===== config.mk =====
export PLATFORM = sky130hd
export DESIGN_NAME = wts_cell
export DESIGN_NICKNAME = d
export VERILOG_FILES = /design/src/hw/rtl/wts_pkg.sv /design/src/hw/rtl/wts_cell.sv
export SDC_FILE = /design/constraint.sdc
export NUM_CORES = 1
export LEC_CHECK = 0
export ABC_AREA = 1
export ABC_CLOCK_PERIOD_IN_PS = 1750
export BUFFER_PORTS_ARGS = -buffer_cell sky130_fd_sc_hd__clkbuf_2
export CAP_MARGIN = 20
export CORE_MARGIN = 5
export CORE_UTILIZATION = 25
export DETAILED_ROUTE_END_ITERATION = 8
export GPL_TIMING_DRIVEN = 0
export PLACE_DENSITY_LB_ADDON = 0.25
export SLEW_MARGIN = 0
export SYNTH_ARGS = -nofsm -noshare
export SYNTH_HDL_FRONTEND = slang
export SYNTH_SLANG_ARGS = --single-unit
export TNS_END_PERCENT = 100

===== constraint.sdc =====
create_clock -name clk -period 1.75 [get_ports clk]
set_clock_uncertainty 0.05 [all_clocks]
set_input_delay 0.35 -clock clk [delete_from_list [all_inputs] [get_ports clk]]
set_output_delay 0.35 -clock clk [all_outputs]
set_load 0.03 [all_outputs]

===== src/hw/rtl/wts_pkg.sv =====
`default_nettype none

package wts_pkg;

	localparam int VOICE_COUNT = 15;
	localparam int WAVE_SIZE   = 1024;
	localparam int WAVE_AW     = $clog2(WAVE_SIZE);
	localparam int PHASE_W     = 26;
	localparam int INC_W       = 26;
	localparam int KEY_W       = 7;
	localparam int CHAN_W      = 4;
	localparam int VOL_W       = 7;
	localparam int CNT_W       = $clog2(VOICE_COUNT + 1);
	localparam int Q_W         = 17;
	localparam int ACC_W       = 28;

	// span is 2^26 here, so the wrap is a mask and the bend limit is the full range
	localparam logic [INC_W-1:0] INC_LIM = {INC_W{1'b1}};

	// request function codes
	localparam logic [2:0] FN_TICK    = 3'd0;
	localparam logic [2:0] FN_NOTE_ON = 3'd1;
	localparam logic [2:0] FN_NOTE_OFF = 3'd2;
	localparam logic [2:0] FN_BEND    = 3'd3;
	localparam logic [2:0] FN_WAVE_WR = 3'd4;
	localparam logic [2:0] FN_INC_WR  = 3'd5;

	typedef struct packed {
		logic              active;
		logic [KEY_W-1:0]  key;
		logic [CHAN_W-1:0] chan;
		logic [VOL_W-1:0]  vol;
		logic [INC_W-1:0]  inc;
		logic [PHASE_W-1:0] phase;
	} voice_t;

	// q16 pitch multiplier, index from bend bits 13..8
	function automatic logic [Q_W-1:0] bend_q16(input logic [5:0] idx);
		logic [Q_W-1:0] q;
		unique case (idx)
			6'd0: q = 17'd61858;  6'd1: q = 17'd61970;  6'd2: q = 17'd62081;
			6'd3: q = 17'd62194;  6'd4: q = 17'd62306;  6'd5: q = 17'd62419;
			6'd6: q = 17'd62531;  6'd7: q = 17'd62644;  6'd8: q = 17'd62757;
			6'd9: q = 17'd62871;  6'd10: q = 17'd62984; 6'd11: q = 17'd63098;
			6'd12: q = 17'd63212; 6'd13: q = 17'd63326; 6'd14: q = 17'd63441;
			6'd15: q = 17'd63556; 6'd16: q = 17'd63670; 6'd17: q = 17'd63785;
			6'd18: q = 17'd63901; 6'd19: q = 17'd64016; 6'd20: q = 17'd64132;
			6'd21: q = 17'd64248; 6'd22: q = 17'd64364; 6'd23: q = 17'd64480;
			6'd24: q = 17'd64596; 6'd25: q = 17'd64713; 6'd26: q = 17'd64830;
			6'd27: q = 17'd64947; 6'd28: q = 17'd65065; 6'd29: q = 17'd65182;
			6'd30: q = 17'd65300; 6'd31: q = 17'd65418; 6'd32: q = 17'd65536;
			6'd33: q = 17'd65654; 6'd34: q = 17'd65773; 6'd35: q = 17'd65892;
			6'd36: q = 17'd66011; 6'd37: q = 17'd66130; 6'd38: q = 17'd66250;
			6'd39: q = 17'd66369; 6'd40: q = 17'd66489; 6'd41: q = 17'd66609;
			6'd42: q = 17'd66730; 6'd43: q = 17'd66850; 6'd44: q = 17'd66971;
			6'd45: q = 17'd67092; 6'd46: q = 17'd67213; 6'd47: q = 17'd67335;
			6'd48: q = 17'd67456; 6'd49: q = 17'd67578; 6'd50: q = 17'd67700;
			6'd51: q = 17'd67823; 6'd52: q = 17'd67945; 6'd53: q = 17'd68068;
			6'd54: q = 17'd68191; 6'd55: q = 17'd68314; 6'd56: q = 17'd68438;
			6'd57: q = 17'd68561; 6'd58: q = 17'd68685; 6'd59: q = 17'd68809;
			6'd60: q = 17'd68933; 6'd61: q = 17'd69058; 6'd62: q = 17'd69183;
			default: q = 17'd69308;
		endcase
		return q;
	endfunction

endpackage

`default_nettype wire


===== src/hw/rtl/wts_cell.sv =====
`default_nettype none

module wts_cell
	import wts_pkg::*;
(
	input  wire logic   clk,
	input  wire logic   arst_n,
	input  wire logic   shift,
	input  wire voice_t d,
	output voice_t      q
);

	// one voice record, handed on to the neighbor on each shift
	always_ff @(posedge clk or negedge arst_n) begin
		if (!arst_n) begin
			q <= '0;
		end else if (shift) begin
			q <= d;
		end
	end

endmodule

`default_nettype wire


==> impl_metrics.env <==
export IMPL_status="completed"
export IMPL_slew_viol_final=0
export IMPL_cts_max_level=3
export IMPL_rsz0062_at_grt="no"
export IMPL_yosysWarningCount=0
export IMPL_placedInstanceArea_um2=3630
export IMPL_cp_depth=1
export IMPL_drc=0
export IMPL_timing_critical_path_from_type="flip-flop"
export IMPL_slew_at_the_pin_closest_to_its_max_slew_limit_ns=0.448
export IMPL_worst_hold_path_type="in -> reg"
export IMPL_core_um2=10700
export IMPL_synthesis_instances=300
export IMPL_critical_path_top_delay_family="flip-flops"
export IMPL_port_buffers=143
export IMPL_yosys_cell_types_count=6
export IMPL_cts_tree="yes"
export IMPL_registers_top_by_ff_count="q"
export IMPL_pwr_share_seq_pct=45.9
export IMPL_synth_top_cell_area_share_pct=65.6
export IMPL_synth_ff_type="dfrtp_1"
export IMPL_postSynthRegisterBits=71
export IMPL_fp_dieH_um=114
export IMPL_clock_power_share_pct=34.3
export IMPL_largest_reg_flops=71
export IMPL_slowest_delay_ns=0.40
export IMPL_standard_cell_row_count=38
export IMPL_io_pin_count=145
export IMPL_arrival_ns=0.92
export IMPL_bufs_and_invs_on_worst_path=1
export IMPL_grt_pass1_wl_mm=12.0
export IMPL_synth_seq_area_share_pct=65.6
export IMPL_cts_root_buffer="clkbuf_8"
export IMPL_final_min_period_over_clock_period_pct=75.5
export IMPL_worstRegToRegCells=2
export IMPL_async_flop_share_pct=100
export IMPL_finish_instance_area_um2=3860
export IMPL_cap_violations=0
export IMPL_layout_filler_cells=1178
export IMPL_finalWorstPathRequiredPeriod_ns=1.32
export IMPL_grt_start_max_net_pins=44
export IMPL_drt_pre_antenna_iters=4
export IMPL_holdPathStages=3
export IMPL_class_of_the_most_critical_setup_path="reg -> out"
export IMPL_p_leak_nw=2.28
export IMPL_avgViaCountPerCell=3.99
export IMPL_tritoncts_num_buffers=9
export IMPL_internal_pwr_total_mw=2.81
export IMPL_first_global_vias=2474
export IMPL_path_cells="clkbuf_2"
export IMPL_number_of_antenna_violations_at_the_first_check_in_global_routing=0
export IMPL_worst_path_max_fanout=2
export IMPL_worst_endpoint_required_ns=1.35
export IMPL_cts_max_path_buffers=2
export IMPL_synthesis_nets=374
export IMPL_post_synth_instance_area_um2=2710
export IMPL_die_w_um=114
export IMPL_globalRouteOverflowTotal=0
export IMPL_achievable_frequency_mhz=757
export IMPL_final_cell_count_no_fill=601
export IMPL_cts_repair_resized=0
export IMPL_max_slew_margin_vs_limit_pct=70.2
export IMPL_drtIter0Drc=101
export IMPL_start_util_pct=25.2
export IMPL_half_perimeter_wire_length_after_detailed_placement_mm=5.65
export IMPL_worstSetupEndpointType="primary output"
export IMPL_total_switching_power_mw=1.25
export IMPL_power_per_cell_area_nw_per_um2=1050
export IMPL_power_share_combinational_pct=19.7
export IMPL_cts_reportedPaths_clkPinSlew_ns=0.08
export IMPL_slowest_stage="dfrtp_1"
export IMPL_final_layout_size_suffix_gt1_share_pct=38.2
export IMPL_synth_commonest_cells="nand2_1 (213), dfrtp_1 (71), buf_6 (7), buf_2 (6), buf_4 (2)"
export IMPL_yosysMostFrequentCell="nand2_1"
export IMPL_routed_via_count=2396
export IMPL_swShare_pct=30.8
export IMPL_syn_area_per_cell_um2=9.03
export IMPL_top_regs="q: 71 flops"
export IMPL_diodes=0
export IMPL_gpl_final_weighted_congestion=0.735
export IMPL_cts_sinks=71
export IMPL_layout_nets=530
export IMPL_report_final_hold_viol_count=0
export IMPL_wl_per_cell_um=12.3
export IMPL_vdd_ir_drop_worst_uv=334
export IMPL_aggregate_global_route_resource_usage_pct=11.6
export IMPL_library_cell_occupying_the_most_area_in_the_post_synthesis_netlist="dfrtp_1"
export IMPL_synth_edf_count=0
export IMPL_number_of_placed_instances_taps_included=584
export IMPL_dieArea_um2=13000
export IMPL_setup_viol=0
export IMPL_drt_antenna_violating_nets=0
export IMPL_syn_to_final_growth_pct=42.4
export IMPL_clock_insertion_delay_worst_skew_ns=0.33
export IMPL_synth_area_leaders="dfrtp_1 (66%), nand2_1 (30%), buf_6 (2.9%)"
export IMPL_routed_wl_mm=7.40
==> placed cells by master, fill, tap and decap left out <==
cell type / synthesis / final
buf_16: 0 / 1
buf_2: 6 / 6
buf_4: 2 / 2
buf_6: 7 / 7
bufinv_16: 0 / 1
clkbuf_2: 0 / 142
clkbuf_4: 0 / 1
clkbuf_8: 0 / 12
clkinvlp_4: 0 / 3
dfrtp_1: 71 / 71
dlygate4sd3_1: 0 / 1
inv_6: 1 / 1
nand2_1: 213 / 213
==> metal layers <==
| layer | wire [um] | GRT usage [%] | vias up |
|---|---|---|---|
| met5 | 0 | 0 | - |
| met4 | 124 | 5.23 | 0 |
| met3 | 655 | 3.44 | 9 |
| met2 | 3390 | 18.1 | 89 |
| met1 | 3230 | 14.9 | 1092 |
| li1 | - | - | 1206 |
==> cell families after synthesis <==
kind of cell	Yosys count	synth area share, %
buffers and inverters	16	4.90
flip-flops	71	65.6
AND/OR/NAND/NOR	213	29.5
==> power by group through the flow <==
| stage | logic (mW) | registers [mW] | clock network [mW] |
|---|---|---|---|
| 2_1_floorplan | 0.185 | 2.19 | 0 |
| 3_3_place_gp | 0.802 | 1.89 | 0 |
| 3_5_place_dp | 0.819 | 1.90 | 0 |
| 4_1_cts | 0.822 | 1.87 | 1.46 |
| 5_1_grt | 0.879 | 1.89 | 1.53 |
| 6_report | 0.802 | 1.86 | 1.39 |
==> final cells by class <==
class	instances	area, um^2	share of cell area [%]
well taps	140	175	4.54
multi-input cells	213	800	20.7
clock inverters	4	52.6	1.36
plain buffers	15	124	3.21
flip-flops and latches	71	1780	46.1
clock buffers	12	165	4.28
inverters	1	8.76	0.227
repair buffers	145	756	19.6
==> per-stage QoR <==
step | worst slack, ns | power (mW) | util [%] | TNS (ns) | hold WS [ns]
final | 0.429 | 4.06 | 35.9 | 0 | 0.153
after floorplan | 0.827 | 2.37 | - | 0 | 0.00441
after global routing | 0.363 | 4.29 | 35.9 | 0 | 0.144
after detailed placement | 0.651 | 2.72 | 33.8 | 0 | 0.302
after CTS | 0.397 | 4.15 | 35.9 | 0 | 0.126
after global placement | -0.386 | 2.70 | 33.5 | -27.01 | 0.405
==> final timing paths <==
| check | start | slack [ns] | end |
|---|---|---|---|
| max in group asynchronous | arst_n | 0.62 | q[69]$_DFFE_PN0P_ |
| max | q[22]$_DFFE_PN0P_ | 0.43 | q[22] |
| min reg2reg | q[62]$_DFFE_PN0P_ | 0.42 | q[62]$_DFFE_PN0P_ |
| max reg2reg | q[32]$_DFFE_PN0P_ | 1.07 | q[32]$_DFFE_PN0P_ |
| min | d[34] | 0.15 | q[34]$_DFFE_PN0P_ |
| min in group asynchronous | arst_n | 0.46 | q[18]$_DFFE_PN0P_ |
==> what timing repair did <==
action                                  4_1_cts  5_1_grt
endpoints found under the setup margin        0        0
hold endpoints to repair                     28        0
setup buffers                                 0        0
hold buffers                                  1        0
Power figures use the tool's default switching activity.
