$ cat src/hw/rtl/wts_pkg.sv
`default_nettype none

package wts_pkg;

	localparam int VOICE_COUNT = 15;
	localparam int WAVE_SIZE   = 1024;
	localparam int WAVE_AW     = $clog2(WAVE_SIZE);
	localparam int PHASE_W     = 26;
	localparam int INC_W       = 26;
	localparam int KEY_W       = 7;
	localparam int CHAN_W      = 4;
	localparam int VOL_W       = 7;
	localparam int CNT_W       = $clog2(VOICE_COUNT + 1);
	localparam int Q_W         = 17;
	localparam int ACC_W       = 28;

	// span is 2^26 here, so the wrap is a mask and the bend limit is the full range
	localparam logic [INC_W-1:0] INC_LIM = {INC_W{1'b1}};

	// request function codes
	localparam logic [2:0] FN_TICK    = 3'd0;
	localparam logic [2:0] FN_NOTE_ON = 3'd1;
	localparam logic [2:0] FN_NOTE_OFF = 3'd2;
	localparam logic [2:0] FN_BEND    = 3'd3;
	localparam logic [2:0] FN_WAVE_WR = 3'd4;
	localparam logic [2:0] FN_INC_WR  = 3'd5;

	typedef struct packed {
		logic              active;
		logic [KEY_W-1:0]  key;
		logic [CHAN_W-1:0] chan;
		logic [VOL_W-1:0]  vol;
		logic [INC_W-1:0]  inc;
		logic [PHASE_W-1:0] phase;
	} voice_t;

	// q16 pitch multiplier, index from bend bits 13..8
	function automatic logic [Q_W-1:0] bend_q16(input logic [5:0] idx);
		logic [Q_W-1:0] q;
		unique case (idx)
			6'd0: q = 17'd61858;  6'd1: q = 17'd61970;  6'd2: q = 17'd62081;
			6'd3: q = 17'd62194;  6'd4: q = 17'd62306;  6'd5: q = 17'd62419;
			6'd6: q = 17'd62531;  6'd7: q = 17'd62644;  6'd8: q = 17'd62757;
			6'd9: q = 17'd62871;  6'd10: q = 17'd62984; 6'd11: q = 17'd63098;
			6'd12: q = 17'd63212; 6'd13: q = 17'd63326; 6'd14: q = 17'd63441;
			6'd15: q = 17'd63556; 6'd16: q = 17'd63670; 6'd17: q = 17'd63785;
			6'd18: q = 17'd63901; 6'd19: q = 17'd64016; 6'd20: q = 17'd64132;
			6'd21: q = 17'd64248; 6'd22: q = 17'd64364; 6'd23: q = 17'd64480;
			6'd24: q = 17'd64596; 6'd25: q = 17'd64713; 6'd26: q = 17'd64830;
			6'd27: q = 17'd64947; 6'd28: q = 17'd65065; 6'd29: q = 17'd65182;
			6'd30: q = 17'd65300; 6'd31: q = 17'd65418; 6'd32: q = 17'd65536;
			6'd33: q = 17'd65654; 6'd34: q = 17'd65773; 6'd35: q = 17'd65892;
			6'd36: q = 17'd66011; 6'd37: q = 17'd66130; 6'd38: q = 17'd66250;
			6'd39: q = 17'd66369; 6'd40: q = 17'd66489; 6'd41: q = 17'd66609;
			6'd42: q = 17'd66730; 6'd43: q = 17'd66850; 6'd44: q = 17'd66971;
			6'd45: q = 17'd67092; 6'd46: q = 17'd67213; 6'd47: q = 17'd67335;
			6'd48: q = 17'd67456; 6'd49: q = 17'd67578; 6'd50: q = 17'd67700;
			6'd51: q = 17'd67823; 6'd52: q = 17'd67945; 6'd53: q = 17'd68068;
			6'd54: q = 17'd68191; 6'd55: q = 17'd68314; 6'd56: q = 17'd68438;
			6'd57: q = 17'd68561; 6'd58: q = 17'd68685; 6'd59: q = 17'd68809;
			6'd60: q = 17'd68933; 6'd61: q = 17'd69058; 6'd62: q = 17'd69183;
			default: q = 17'd69308;
		endcase
		return q;
	endfunction

endpackage

`default_nettype wire

$ cat src/hw/rtl/wts_mac.sv
`default_nettype none

module wts_mac
	import wts_pkg::*;
(
	input  wire logic              clk,
	input  wire logic              arst_n,
	input  wire logic              clear,
	input  wire logic              acc_en,
	input  wire logic signed [15:0] wave,
	input  wire logic [VOL_W-1:0]  vol,
	output logic [11:0]            level
);

	logic signed [23:0]      prod_s1;
	logic signed [ACC_W-1:0] acc_q;
	logic signed [ACC_W-11:0] shr;
	logic signed [ACC_W-10:0] biased;

	// product register
	always_ff @(posedge clk) begin
		prod_s1 <= 24'(wave * $signed({1'b0, vol}));
	end

	// accumulate floor(product / 16)
	always_ff @(posedge clk or negedge arst_n) begin
		if (!arst_n) begin
			acc_q <= '0;
		end else if (clear) begin
			acc_q <= '0;
		end else if (acc_en) begin
			acc_q <= acc_q + ACC_W'(prod_s1 >>> 4);
		end
	end

	// scale, offset and clamp
	always_comb begin
		shr    = acc_q[ACC_W-1:10];
		biased = {shr[ACC_W-11], shr} + (ACC_W-9)'(2048);
		if (biased < 0) begin
			level = 12'd0;
		end else if (biased > (ACC_W-9)'(4095)) begin
			level = 12'd4095;
		end else begin
			level = biased[11:0];
		end
	end

endmodule

`default_nettype wire

$ cat config.mk
export PLATFORM = sky130hd
export DESIGN_NAME = wts_mac
export DESIGN_NICKNAME = d
export VERILOG_FILES = /design/src/hw/rtl/wts_pkg.sv /design/src/hw/rtl/wts_mac.sv
export SDC_FILE = /design/constraint.sdc
export NUM_CORES = 1
export LEC_CHECK = 0
export BUFFER_PORTS_ARGS = -buffer_cell sky130_fd_sc_hd__buf_4
export CAP_MARGIN = 10
export CORE_ASPECT_RATIO = 1.2
export CORE_MARGIN = 2
export CORE_UTILIZATION = 65
export CTS_BUF_LIST = sky130_fd_sc_hd__clkbuf_2 sky130_fd_sc_hd__clkbuf_4 sky130_fd_sc_hd__clkbuf_8
export CTS_CLUSTER_DIAMETER = 50
export DETAILED_ROUTE_END_ITERATION = 8
export PLACE_DENSITY = 0.9
export SKIP_LAST_GASP = 1
export SLEW_MARGIN = 20
export SYNTH_ARGS = -nofsm -noshare
export SYNTH_HDL_FRONTEND = slang
export SYNTH_SLANG_ARGS = --single-unit
$ cat constraint.sdc
create_clock -name clk -period 5.7 [get_ports clk]
set_clock_uncertainty 0.1 [all_clocks]
set_input_delay 0.285 -clock clk [delete_from_list [all_inputs] [get_ports clk]]
set_output_delay 0.285 -clock clk [all_outputs]
set_load 0.01 [all_outputs]
==> results of run 1 <==
## area by class of cell
| type | instances | area (sq um) | area share |
|---|---|---|---|
| sequential | 48 | 1101 | 0.1418 |
| inverter | 142 | 533.0 | 0.06864 |
| timing repair buffer | 39 | 295.3 | 0.03803 |
| clock buffer | 7 | 90.09 | 0.01160 |
| tap | 132 | 165.2 | 0.02127 |
| multi-input combinational | 613 | 5574 | 0.7179 |
| clock inverter | 1 | 6.256 | 0.0008057 |
## sequential cells by signal, summed over array words and instances (netlist names)
signal   flops
prod_s1     20
acc_q       28
## per-layer routing
layer / up-vias / GRT usage
li1: 2738 / -
met1: 2702 / 0.3057
met2: 139 / 0.4813
met3: 34 / 0.02543
met4: 0 / 0.09589
met5: - / 0
## through the flow
step	setup slack, ns	std cells	cell area [sq um]	util
final	0.9928	982	7765	0.7070
after global routing	0.7329	982	7765	0.7070
after CTS	1.058	982	7765	0.7070
after detailed placement	0.7422	973	7659	0.6973
after global placement	0.8744	973	7659	0.6973
after floorplan	1.075	829	7312	-
## Yosys cell counts, types with 6 or more instances
| master | number |
|---|---|
| a211oi_1 | 8 |
| a21o_1 | 19 |
| a21oi_1 | 32 |
| and2_1 | 95 |
| and3_1 | 6 |
| clkbuf_1 | 22 |
| dfrtp_1 | 28 |
| dfxtp_1 | 20 |
| fa_1 | 87 |
| ha_1 | 75 |
| inv_1 | 142 |
| mux2i_1 | 20 |
| nand2_1 | 42 |
| nand3_1 | 12 |
| nand4_1 | 9 |
| nor2_1 | 45 |
| nor2b_1 | 7 |
| nor3_1 | 6 |
| o21a_1 | 21 |
| o21ai_0 | 20 |
| o21bai_1 | 6 |
| xnor2_1 | 32 |
| xor2_1 | 14 |
## worst min path at each step
stage	from	end	slack, ns	depth (start not counted)
final	clear	acc_q[26]	0.24	2
after global routing	clear	acc_q[5]	0.25	2
after CTS	clear	acc_q[26]	0.24	2
after detailed placement	arst_n	acc_q[27]	0.14	1
after global placement	arst_n	acc_q[27]	0.13	1
after floorplan	arst_n	acc_q[0]	-0.11	0
## kinds of logic after synthesis
family,count (synthesis)
muxes,20
xor gates and xnor gates,46
DFF,48
buffers and inverters,168
adders and majority gates,162
AOI/OAI and AO/OA,143
and+or+nand+nor,242
## worst max-delay path, stage by stage
cell and delay (ns):
buf_4 0.16, and2_1 0.18, fa_1 0.46, fa_1 0.57, inv_1 0.06, fa_1 0.46
fa_1 0.54, inv_1 0.04, ha_1 0.33, o21a_1 0.13, o21ai_0 0.26, a21oi_1 0.15
o2111ai_1 0.27, nand3_1 0.21, a211oi_1 0.40, a21oi_1 0.14, xor2_1 0.16
## power by group
part | switching [W] | internal [W] | total (W)
clock network | 0.000114 | 0.000104 | 0.000218
registers | 0.000144 | 0.000517 | 0.000661
logic | 0.00165 | 0.00140 | 0.00305
## timing repair
item,CTS,global route
hold endpoints to repair,28,0
gates resized for setup,0,0
hold buffers,1,0
==> reports/results.txt, run 1 <==
most common cell after layout, fill and taps aside = inv_1
Power Total = 0.003928 W
number of max-cap violations = 0
EDFF count, synth = 0
Final Cycle Share = 0.8258
die area = 0.01212 sq mm
Ys Warns = 0
fin nets = 1038
setup TNS = 0 ns
Setup crit end kind = flop
CP Capture Point = prod_s1[21]
Die Span X = 100.8 um
Critical Path Fanout Max = 16
Syn Area/Cell = 8.820 sq um
Post-DRT Antenna Nets = 0
Top Ports = 39
endpoints failing hold = 0
Crit path required time = 5.80 ns
Routed Wire Length = 14.60 mm
Area Growth Syn to Fin = 6.194%
Vias per Instance = 5.716
share of the synthesized area in the top cell type = 0.2382
share of cells above drive strength 1 = 0.06824
Worst setup startpoint = vol[4]
Clock Latency Late Sink = 0.32 ns
Slew headroom = 0.4903
CTS buffer count = 5
adder-cell share of the synthesized area = 0.3665
Synth Flop Type = dfrtp_1
post-synth top area cell = fa_1
Setup CP Type = in2reg
Hold Slack = 0.2436 ns
startpoint types = primary input
post-synth cell types = 58
Pwr Density = 505.9 mW/mm^2
fillers = 804
routed length on met2 = 7.677 mm
most frequent cells in the layout = 142 x inv_1, 95 x and2_1, 87 x fa_1
final setup fails = 0
RSZ-0062 raised after global routing = no
f_max = 0.2124 GHz
core region area = 0.01098 sq mm
diode count = 0
Reg-to-Reg End = acc_q[26]
r2r setup slk = 2.42 ns
DIE HEIGHT = 120.2 um
via count = 5613
XOR/XNOR Fraction of Synth Area = 0.05510
Leak = 3.997 nW
mux share of post-synthesis cell area = 0.02738
initial antenna violation count = 0
FF-to-FF Start = acc_q[0]
Reg clk slew, reported paths = 0.09 ns
grt total ovfl = 0
FF-to-FF path depth = 11
status = complete, no violations
Seq/Total Area, Yosys = 0.1506
number of iterations in the first detailed-routing pass = 5
Netlist Area Pre-Place = 0.007312 sq mm
CTS Root Cell = clkbuf_8
DP Wirelength = 12.08 mm
CP arrival = 4.81 ns
ranking of synthesized cells by area = fa_1 24%, ha_1 13%, dfrtp_1 9.6%
Period minus WS final = 4.707 ns
Cells after Synth = 829
GRT Overall Usage = 0.2594
drc violations = 0
M1 WL = 5.986 mm
CTS tree = built
Final Wtd Congestion = 0.9064
ys async rst share = 0.5833
# H-tree levels = 2
Starting Density = 0.6658
global-route wire length before repair = 25.58 mm
peak supply drop = 0.2020 mV
#FFs+latches synth = 48
Post CTS Setup Buffer Count = 0
IO Port Bufs = 38
largest net degree at the start of global routing = 37
Hold Path Class = in2reg
wire per inst = 14.87 um
Synth Area in Simple Gates = 0.1785
Mapped Nets = 1018
WL met3 = 532 um
largest family of logic cells by synthesized area = adder cells
DRT iter0 DRCs = 210
Sinks on Clock Net = 48
Max Used Layer = met4
vias in the first global route = 5856
Worst Max-Slew Pin Slew = 0.7595 ns
Slew Limit Fails = 0
worst-case clock buffer depth = 2
Placement Rows = 42
post-synthesis compound-gate area fraction = 0.1348
No activity file was read; power rests on OpenSTA's default activity.
==> inputs of run 2 (changes only) <==
--- a/config.mk
+++ b/config.mk
@@ -5,6 +5,7 @@
 export SDC_FILE = /design/constraint.sdc
 export NUM_CORES = 1
 export LEC_CHECK = 0
+export ABC_AREA = 1
 export BUFFER_PORTS_ARGS = -buffer_cell sky130_fd_sc_hd__buf_4
 export CAP_MARGIN = 10
 export CORE_ASPECT_RATIO = 1.2
==> constraint.sdc (replaced) <==
create_clock -name clk -period 4.4 [get_ports clk]
set_clock_uncertainty 0.1 [all_clocks]
set_input_delay 0.22 -clock clk [delete_from_list [all_inputs] [get_ports clk]]
set_output_delay 0.22 -clock clk [all_outputs]
set_load 0.01 [all_outputs]
==> reports/results.txt, run 2 <==
Starting Density = 0.6586 (-0.007160)
# H-tree levels = 2 (unchanged)
Comb pwr share = 0.788 (+0.012)
XOR/XNOR Fraction of Synth Area = 0.02436 (-0.03074)
Max Used Layer = met4
drc violations = 0 (unchanged)
vias in the first global route = 7595 (+30%)
count leader, synth = nand2_1
mux share of post-synthesis cell area = 0 (-0.02738)
adder-cell share of the synthesized area = 0.3241 (-0.04243)
IO Port Bufs = 38 (unchanged)
startpoint types = primary input
Final Wtd Congestion = 0.9931 (+9.6%)
EDFF count, synth = 0 (unchanged)
post-synthesis compound-gate area fraction = 0.06854 (-0.06630)
Hold Path Class = in2reg
Ys Warns = 0 (unchanged)
Synth top cells by count = 410 x nand2_1, 353 x inv_1, 87 x fa_1, 79 x nor2_1, 75 x ha_1
Pwr Density = 686.8 mW/mm^2 (+36%)
Routed Wire Length = 19.96 mm (+37%)
largest net degree at the start of global routing = 29 (-22%)
Mapped Nets = 1463 (+44%)
Setup crit end kind = flop
placed inst area = 0.008711 sq mm (+14%)
post-synth top area cell = fa_1
clock share of power = 0.067 (+0.012)
Worst Max-Slew Pin Slew = 0.6983 ns (-0.06119 ns)
initial antenna violation count = 0 (unchanged)
endpoints failing hold = 0 (unchanged)
Post-DRT Antenna Nets = 0 (unchanged)
Sinks on Clock Net = 48 (unchanged)
sw frac = 0.5610 (+0.07464)
Reg clk slew, reported paths = 0.11 ns (+0.02 ns)
Clock Latency Late Sink = 0.33 ns (about the same)
Die Span X = 107.0 um (+6.1%)
Area Growth Syn to Fin = 7.308%
fin util = 0.7067 (about the same)
share of the synthesized area in the top cell type = 0.2106 (-0.02757)
grt total ovfl = 0 (unchanged)
GRT Overall Usage = 0.3094 (+0.04999)
largest family of logic cells by synthesized area = adder cells
final setup fails = 0 (unchanged)
Final Cycle Share = 0.9265
Crit path required time = 4.56 ns (-1.24 ns)
Synth Area in Simple Gates = 0.2792 (+0.1007)
worst-case clock buffer depth = 2 (unchanged)
CTS Root Cell = clkbuf_8
Setup CP Type = in2reg
most frequent cells in the layout = 410 x nand2_1, 353 x inv_1, 87 x fa_1
WL met3 = 665 um (+25%)
number of max-cap violations = 0 (unchanged)
Placement Rows = 45 (+7.1%)
Synth Flop Type = dfrtp_1
CP arrival = 4.24 ns (-0.57 ns)
DRT iter0 DRCs = 439 (+110%)
hold_sp = acc_en
Reg-to-Reg End = acc_q[16]
wire per inst = 13.57 um (-8.7%)
share of cells above drive strength 1 = 0.05585 (-0.01238)
Largest register FFs = 28 (unchanged)
f_max = 0.2453 GHz
Cells after DPL = 1461 (+50%)
Power Total = 0.006095 W (+55%)
Syn Area/Cell = 6.491 sq um (-26%)
ranking of synthesized cells by area = fa_1 21%, nand2_1 19%, inv_1 16%
Regs by FF count = acc_q: 28 flops, prod_s1: 20 flops
sw power = 0.003419 W (+79%)
FF-to-FF Start = acc_q[0]
most common cell after layout, fill and taps aside = nand2_1
via count = 7592 (+35%)
Slew headroom = 0.5334 (+0.04308)
Top Ports = 39 (unchanged)
Seq pwr share = 0.145 (-0.023)
Largest Register = acc_q
Finished Layout Cells = 1471 (+50%)
Worst Hold Path EP = acc_q[3]
CTS buffer count = 5 (unchanged)
Slew Limit Fails = 0 (unchanged)
DIE HEIGHT = 127.6 um (+6.1%)
RSZ-0062 raised after global routing = no
status = complete, no violations
routed length on met2 = 10.39 mm (+35%)
setup TNS = 0 ns (unchanged)
FF-to-FF path depth = 11 (unchanged)
CTS tree = built
DP Wirelength = 16.77 mm (+39%)
number of iterations in the first detailed-routing pass = 5 (unchanged)
global-route wire length before repair = 33.93 mm (+33%)
Seq/Total Area, Yosys = 0.1332 (-0.01743)
post-synth cell types = 35 (-40%)
core region area = 0.01256 sq mm (+14%)
Finished Cell Area = 0.008874 sq mm (+14%)
Netlist Area Pre-Place = 0.008269 sq mm (+13%)
#FFs+latches synth = 48 (unchanged)
die area = 0.01364 sq mm (+13%)
Hold Path Depth = 3 (+1)
Period minus WS final = 4.077 ns
ys async rst share = 0.5833 (unchanged)
Leak = 5.601 nW (+40%)
M1 WL = 7.987 mm (+33%)
Cells after Synth = 1274 (+54%)
peak supply drop = 0.3589 mV (+78%)
diode count = 0 (unchanged)
r2r setup slk = 2.19 ns (-0.23 ns)
Vias per Instance = 5.161 (-9.7%)
Critical Path Fanout Max = 13 (-3)
internal power = 0.002676 W (+33%)
fin nets = 1495 (+44%)
==> run 2: changes by cell type after synthesis, sizes merged, moves of 20 or more <==
cell,delta
nand2,+372
inv,+211
and2,-95
nand3,+40
nor2,+37
o21ai,+21
mux2i,-20
o21a,-20
xnor2,-20
==> run 2: how the worst max path moves through the flow <==
stage / start / to / slack (ns) / depth (start not counted)
3_3_place_gp: vol[2] / prod_s1[20] / 0.13 / 17
5_1_grt: vol[2] / prod_s1[20] / 0.06 / 18
2_1_floorplan: vol[4] / prod_s1[20] / 0.16 / 18
6_report: vol[2] / prod_s1[20] / 0.32 / 18
4_1_cts: vol[2] / prod_s1[20] / 0.35 / 18
3_5_place_dp: vol[2] / prod_s1[20] / 0.02 / 17
==> run 2: final cells by class <==
| class | instances | area [sq um] |
|---|---|---|
| multi-input combinational | 853 | 5762 |
| fill | 1077 | 3682 |
| inverter | 353 | 1325 |
| sequential | 48 | 1101 |
| timing repair buffer | 45 | 342.8 |
| tap | 164 | 205.2 |
| clock buffer | 5 | 68.82 |
| clock inverter | 3 | 68.82 |
==> run 2: kinds of logic (layout without fill, tap and decap cells) <==
logic type / after synthesis / count (layout)
simple gates: 569 / 569
buf+inv: 373 / 406
fa+ha+maj: 162 / 162
compound gates: 99 / 99
flops: 48 / 48
xor+xnor: 23 / 23
==> run 2: metrics by stage <==
stage	hold slack (ns)	worst slack [ns]
floorplan	-0.1756	0.1646
global placement	0.07252	0.1337
detailed placement	0.08147	0.01965
CTS	0.1097	0.3471
global route	0.1372	0.05571
finish	0.1176	0.3233
==> run 2: worst max-delay path, cell delays in order <==
cell	delay, ns
buf_4	0.17
nand2_1	0.12
inv_1	0.10
fa_1	0.56
inv_1	0.08
fa_1	0.54
inv_1	0.06
fa_1	0.52
inv_1	0.05
fa_1	0.52
inv_1	0.04
ha_1	0.35
nand2_1	0.11
nor4_1	0.38
o21ai_0	0.19
nand3_1	0.11
nand2_1	0.06
nand2_1	0.05
==> run 2: power groups by stage <==
stage	Combinational (W)	Sequential [W]	Clock (W)
after floorplan	0.00356	0.000818	0
after global placement	0.00464	0.000883	0
after detailed placement	0.00475	0.000890	0
after CTS	0.00479	0.000881	0.000404
after global routing	0.00546	0.000911	0.000420
final	0.00480	0.000885	0.000406
==> run 2: metal layers <==
metal,up-vias,global-route usage
met2,212,0.5819
met1,3508,0.3544
met4,0,0.1436
met5,-,0
met3,67,0.02143
li1,3805,-
==> run 2: timing repair <==
item,4_1_cts,5_1_grt
gates resized for setup,0,0
endpoints found under the hold margin,30,0
buffers inserted,0,0
hold buffers,2,0
==> inputs of run 3 (changes only) <==
--- a/config.mk
+++ b/config.mk
@@ -8,9 +8,11 @@
 export ABC_AREA = 1
 export BUFFER_PORTS_ARGS = -buffer_cell sky130_fd_sc_hd__buf_4
 export CAP_MARGIN = 10
+export CELL_PAD_IN_SITES_DETAIL_PLACEMENT = 0
+export CELL_PAD_IN_SITES_GLOBAL_PLACEMENT = 1
 export CORE_ASPECT_RATIO = 1.2
 export CORE_MARGIN = 2
-export CORE_UTILIZATION = 65
+export CORE_UTILIZATION = 47
 export CTS_BUF_LIST = sky130_fd_sc_hd__clkbuf_2 sky130_fd_sc_hd__clkbuf_4 sky130_fd_sc_hd__clkbuf_8
 export CTS_CLUSTER_DIAMETER = 50
 export DETAILED_ROUTE_END_ITERATION = 8
==> constraint.sdc (replaced) <==
create_clock -name clk -period 4.4 [get_ports clk]
set_clock_uncertainty 0.1 [all_clocks]
set_input_delay 0.88 -clock clk [delete_from_list [all_inputs] [get_ports clk]]
set_output_delay 0.88 -clock clk [all_outputs]
set_load 0.01 [all_outputs]
==> reports/results.txt, run 3 (synthesis results as in run 2) <==
status = complete, no violations
drc violations = 0 (unchanged)
fin util = 0.5741 (-0.1326)
grt total ovfl = 0 (unchanged)
peak supply drop = 0.2495 mV (-30%)
number of max-cap violations = 0 (unchanged)
r2r setup slk = 2.19 ns (about the same)
cts hold-fix bufs = 0 (-2)
Largest register FFs = 28 (unchanged)
Reg-to-Reg End = acc_q[14]
Pwr Density = 712.5 mW/mm^2 (+3.7%)
gr busiest metal = met2
DRT iter0 DRCs = 304 (-31%)
IO Port Bufs = 38 (unchanged)
Sinks on Clock Net = 48 (unchanged)
GRT Overall Usage = 0.2267 (-0.08268)
CP arrival = 4.42 ns (+0.18 ns)
largest net degree at the start of global routing = 29 (unchanged)
Routed Wire Length = 20.30 mm (+1.7%)
Reg clk slew, reported paths = 0.11 ns (about the same)
Final Wtd Congestion = 0.9773 (-1.6%)
Crit path required time = 4.51 ns (-0.05 ns)
final setup fails = 0 (unchanged)
most frequent cells in the layout = 386 x nand2_1, 337 x inv_1, 122 x buf_4
endpoints failing hold = 0 (unchanged)
f_max = 0.2322 GHz (-5.3%)
share of cells above drive strength 1 = 0.1715 (+0.1156)
# H-tree levels = 2 (unchanged)
initial antenna violation count = 0 (unchanged)
DP Wirelength = 17.69 mm (+5.5%)
Largest Register = acc_q
Worst setup startpoint = vol[3]
Die Span X = 125.1 um (+17%)
Final Cycle Share = 0.9788 (+0.05231)
Slew Limit Fails = 0 (unchanged)
vias in the first global route = 7854 (+3.4%)
setup TNS = 0 ns (unchanged)
Vias per Instance = 4.736 (-8.2%)
Starting Density = 0.4759 (-0.1826)
Area Growth Syn to Fin = 20.62%
fin nets = 1576 (+5.4%)
worst-case clock buffer depth = 2 (unchanged)
DIE HEIGHT = 149.3 um (+17%)
Leak = 6.056 nW (+8.1%)
Top Ports = 39 (unchanged)
Slew headroom = 0.7062 (+0.1728)
met2 Resource Use GR = 0.4492 (-0.1327)
Period minus WS final = 4.307 ns (+0.2302 ns)
Placement Rows = 53 (+18%)
Finished Layout Cells = 1608 (+9.3%)
startpoint types = primary input
Clock Latency Late Sink = 0.31 ns (-0.02 ns)
diode count = 0 (unchanged)
Hold Path Class = in2async
number of iterations in the first detailed-routing pass = 5 (unchanged)
Power Total = 0.007106 W (+17%)
CTS Root Cell = clkbuf_8
Worst Max-Slew Pin Slew = 0.4396 ns (-0.2586 ns)
global-route wire length before repair = 35.13 mm (+3.5%)
Setup CP Type = in2reg
via count = 7615 (+0.30%)
Regs by FF count = acc_q: 28 flops, prod_s1: 20 flops
core region area = 0.01737 sq mm (+38%)
Critical Path Fanout Max = 15 (+2)
wire per inst = 12.63 um (-7.0%)
CTS buffer count = 5 (unchanged)
most common cell after layout, fill and taps aside = nand2_1
Post-DRT Antenna Nets = 0 (unchanged)
FF-to-FF path depth = 11 (unchanged)
global routing usage on met3 = 0.01040 (-0.01103)
die area = 0.01868 sq mm (+37%)
met1 Use GR = 0.2583 (-0.09607)
CTS tree = built
FF-to-FF Start = acc_q[0]
Setup crit end kind = flop
Cells after DPL = 1598 (+9.4%)
## run 3: cell types whose count changed in the layout (fill, tap and decap cells not counted), moves of 7 or more
cell	before	now
nand2_2	4	21
ha_1	75	60
ha_4	0	15
nand2_1	410	386
inv_2	0	15
nand3_1	47	40
nand2_4	0	7
buf_4	43	122
inv_1	353	337
## run 3: how the worst max path moves through the flow
stage	to	slack (ns)	cells after the start
2_1_floorplan	prod_s1[21]	-0.03	18
3_3_place_gp	prod_s1[22]	-0.34	16
3_5_place_dp	prod_s1[19]	-0.39	18
4_1_cts	prod_s1[23]	0.02	16
5_1_grt	prod_s1[22]	-0.02	18
6_report	prod_s1[22]	0.09	19
## run 3: through the flow
| step | instance area (sq um) | hold slack [ns] | setup WS [ns] |
|---|---|---|---|
| 6_report | 9975 | 0.3838 | 0.09312 |
| 5_1_grt | 9975 | 0.4093 | -0.02237 |
| 4_1_cts | 9862 | 0.3958 | 0.01542 |
| 3_5_place_dp | 9737 | 0.3712 | -0.3873 |
| 3_3_place_gp | 9737 | 0.3685 | -0.3423 |
| 2_1_floorplan | 8691 | 0.3530 | -0.03231 |
## run 3: layer usage
layer | share of wire | vias up | wire length (um)
met5 | 0 | - | 0
met4 | 0.030 | 0 | 609
met2 | 0.53 | 122 | 10780
met3 | 0.022 | 33 | 440
met1 | 0.42 | 3507 | 8476
li1 | - | 3953 | -
## run 3: layout make-up
cell class                      count  area [sq um]
Fill cell                        1696          7400
Multi-Input combinational cell    853          6193
Inverter                          353          1328
Sequential cell                    48          1101
Timing Repair Buffer              126         977.2
Tap cell                          220         275.3
Clock buffer                        6         82.58
Clock inverter                      2         17.52
## run 3: report_power, final
part           internal [W]  leakage (nW)  switching (W)
Combinational       0.00252          5.46        0.00339
Sequential         0.000683         0.540       0.000205
Clock              0.000132        0.0522       0.000170
## run 3: what timing repair did
| action | in CTS | in global routing |
|---|---|---|
| endpoints found under the setup margin | 3 | 12 |
| endpoints found under the hold margin | 0 | 0 |
| buffers inserted | 0 | 2 |
| resized for setup | 6 | 26 |
| pin swaps | 2 | 8 |
## run 3: critical path, cell delays in order
cell and delay [ns]:
buf_8 0.13, nand2_4 0.08, inv_2 0.04, fa_1 0.58, inv_2 0.06, fa_1 0.48, inv_1 0.05, fa_1 0.47
inv_1 0.05, fa_1 0.52, inv_2 0.05, ha_4 0.29, nand2_4 0.08, inv_4 0.07, nand3_4 0.07, nor3_4 0.18
nand3_2 0.16, nand4_1 0.10, nand2_1 0.05
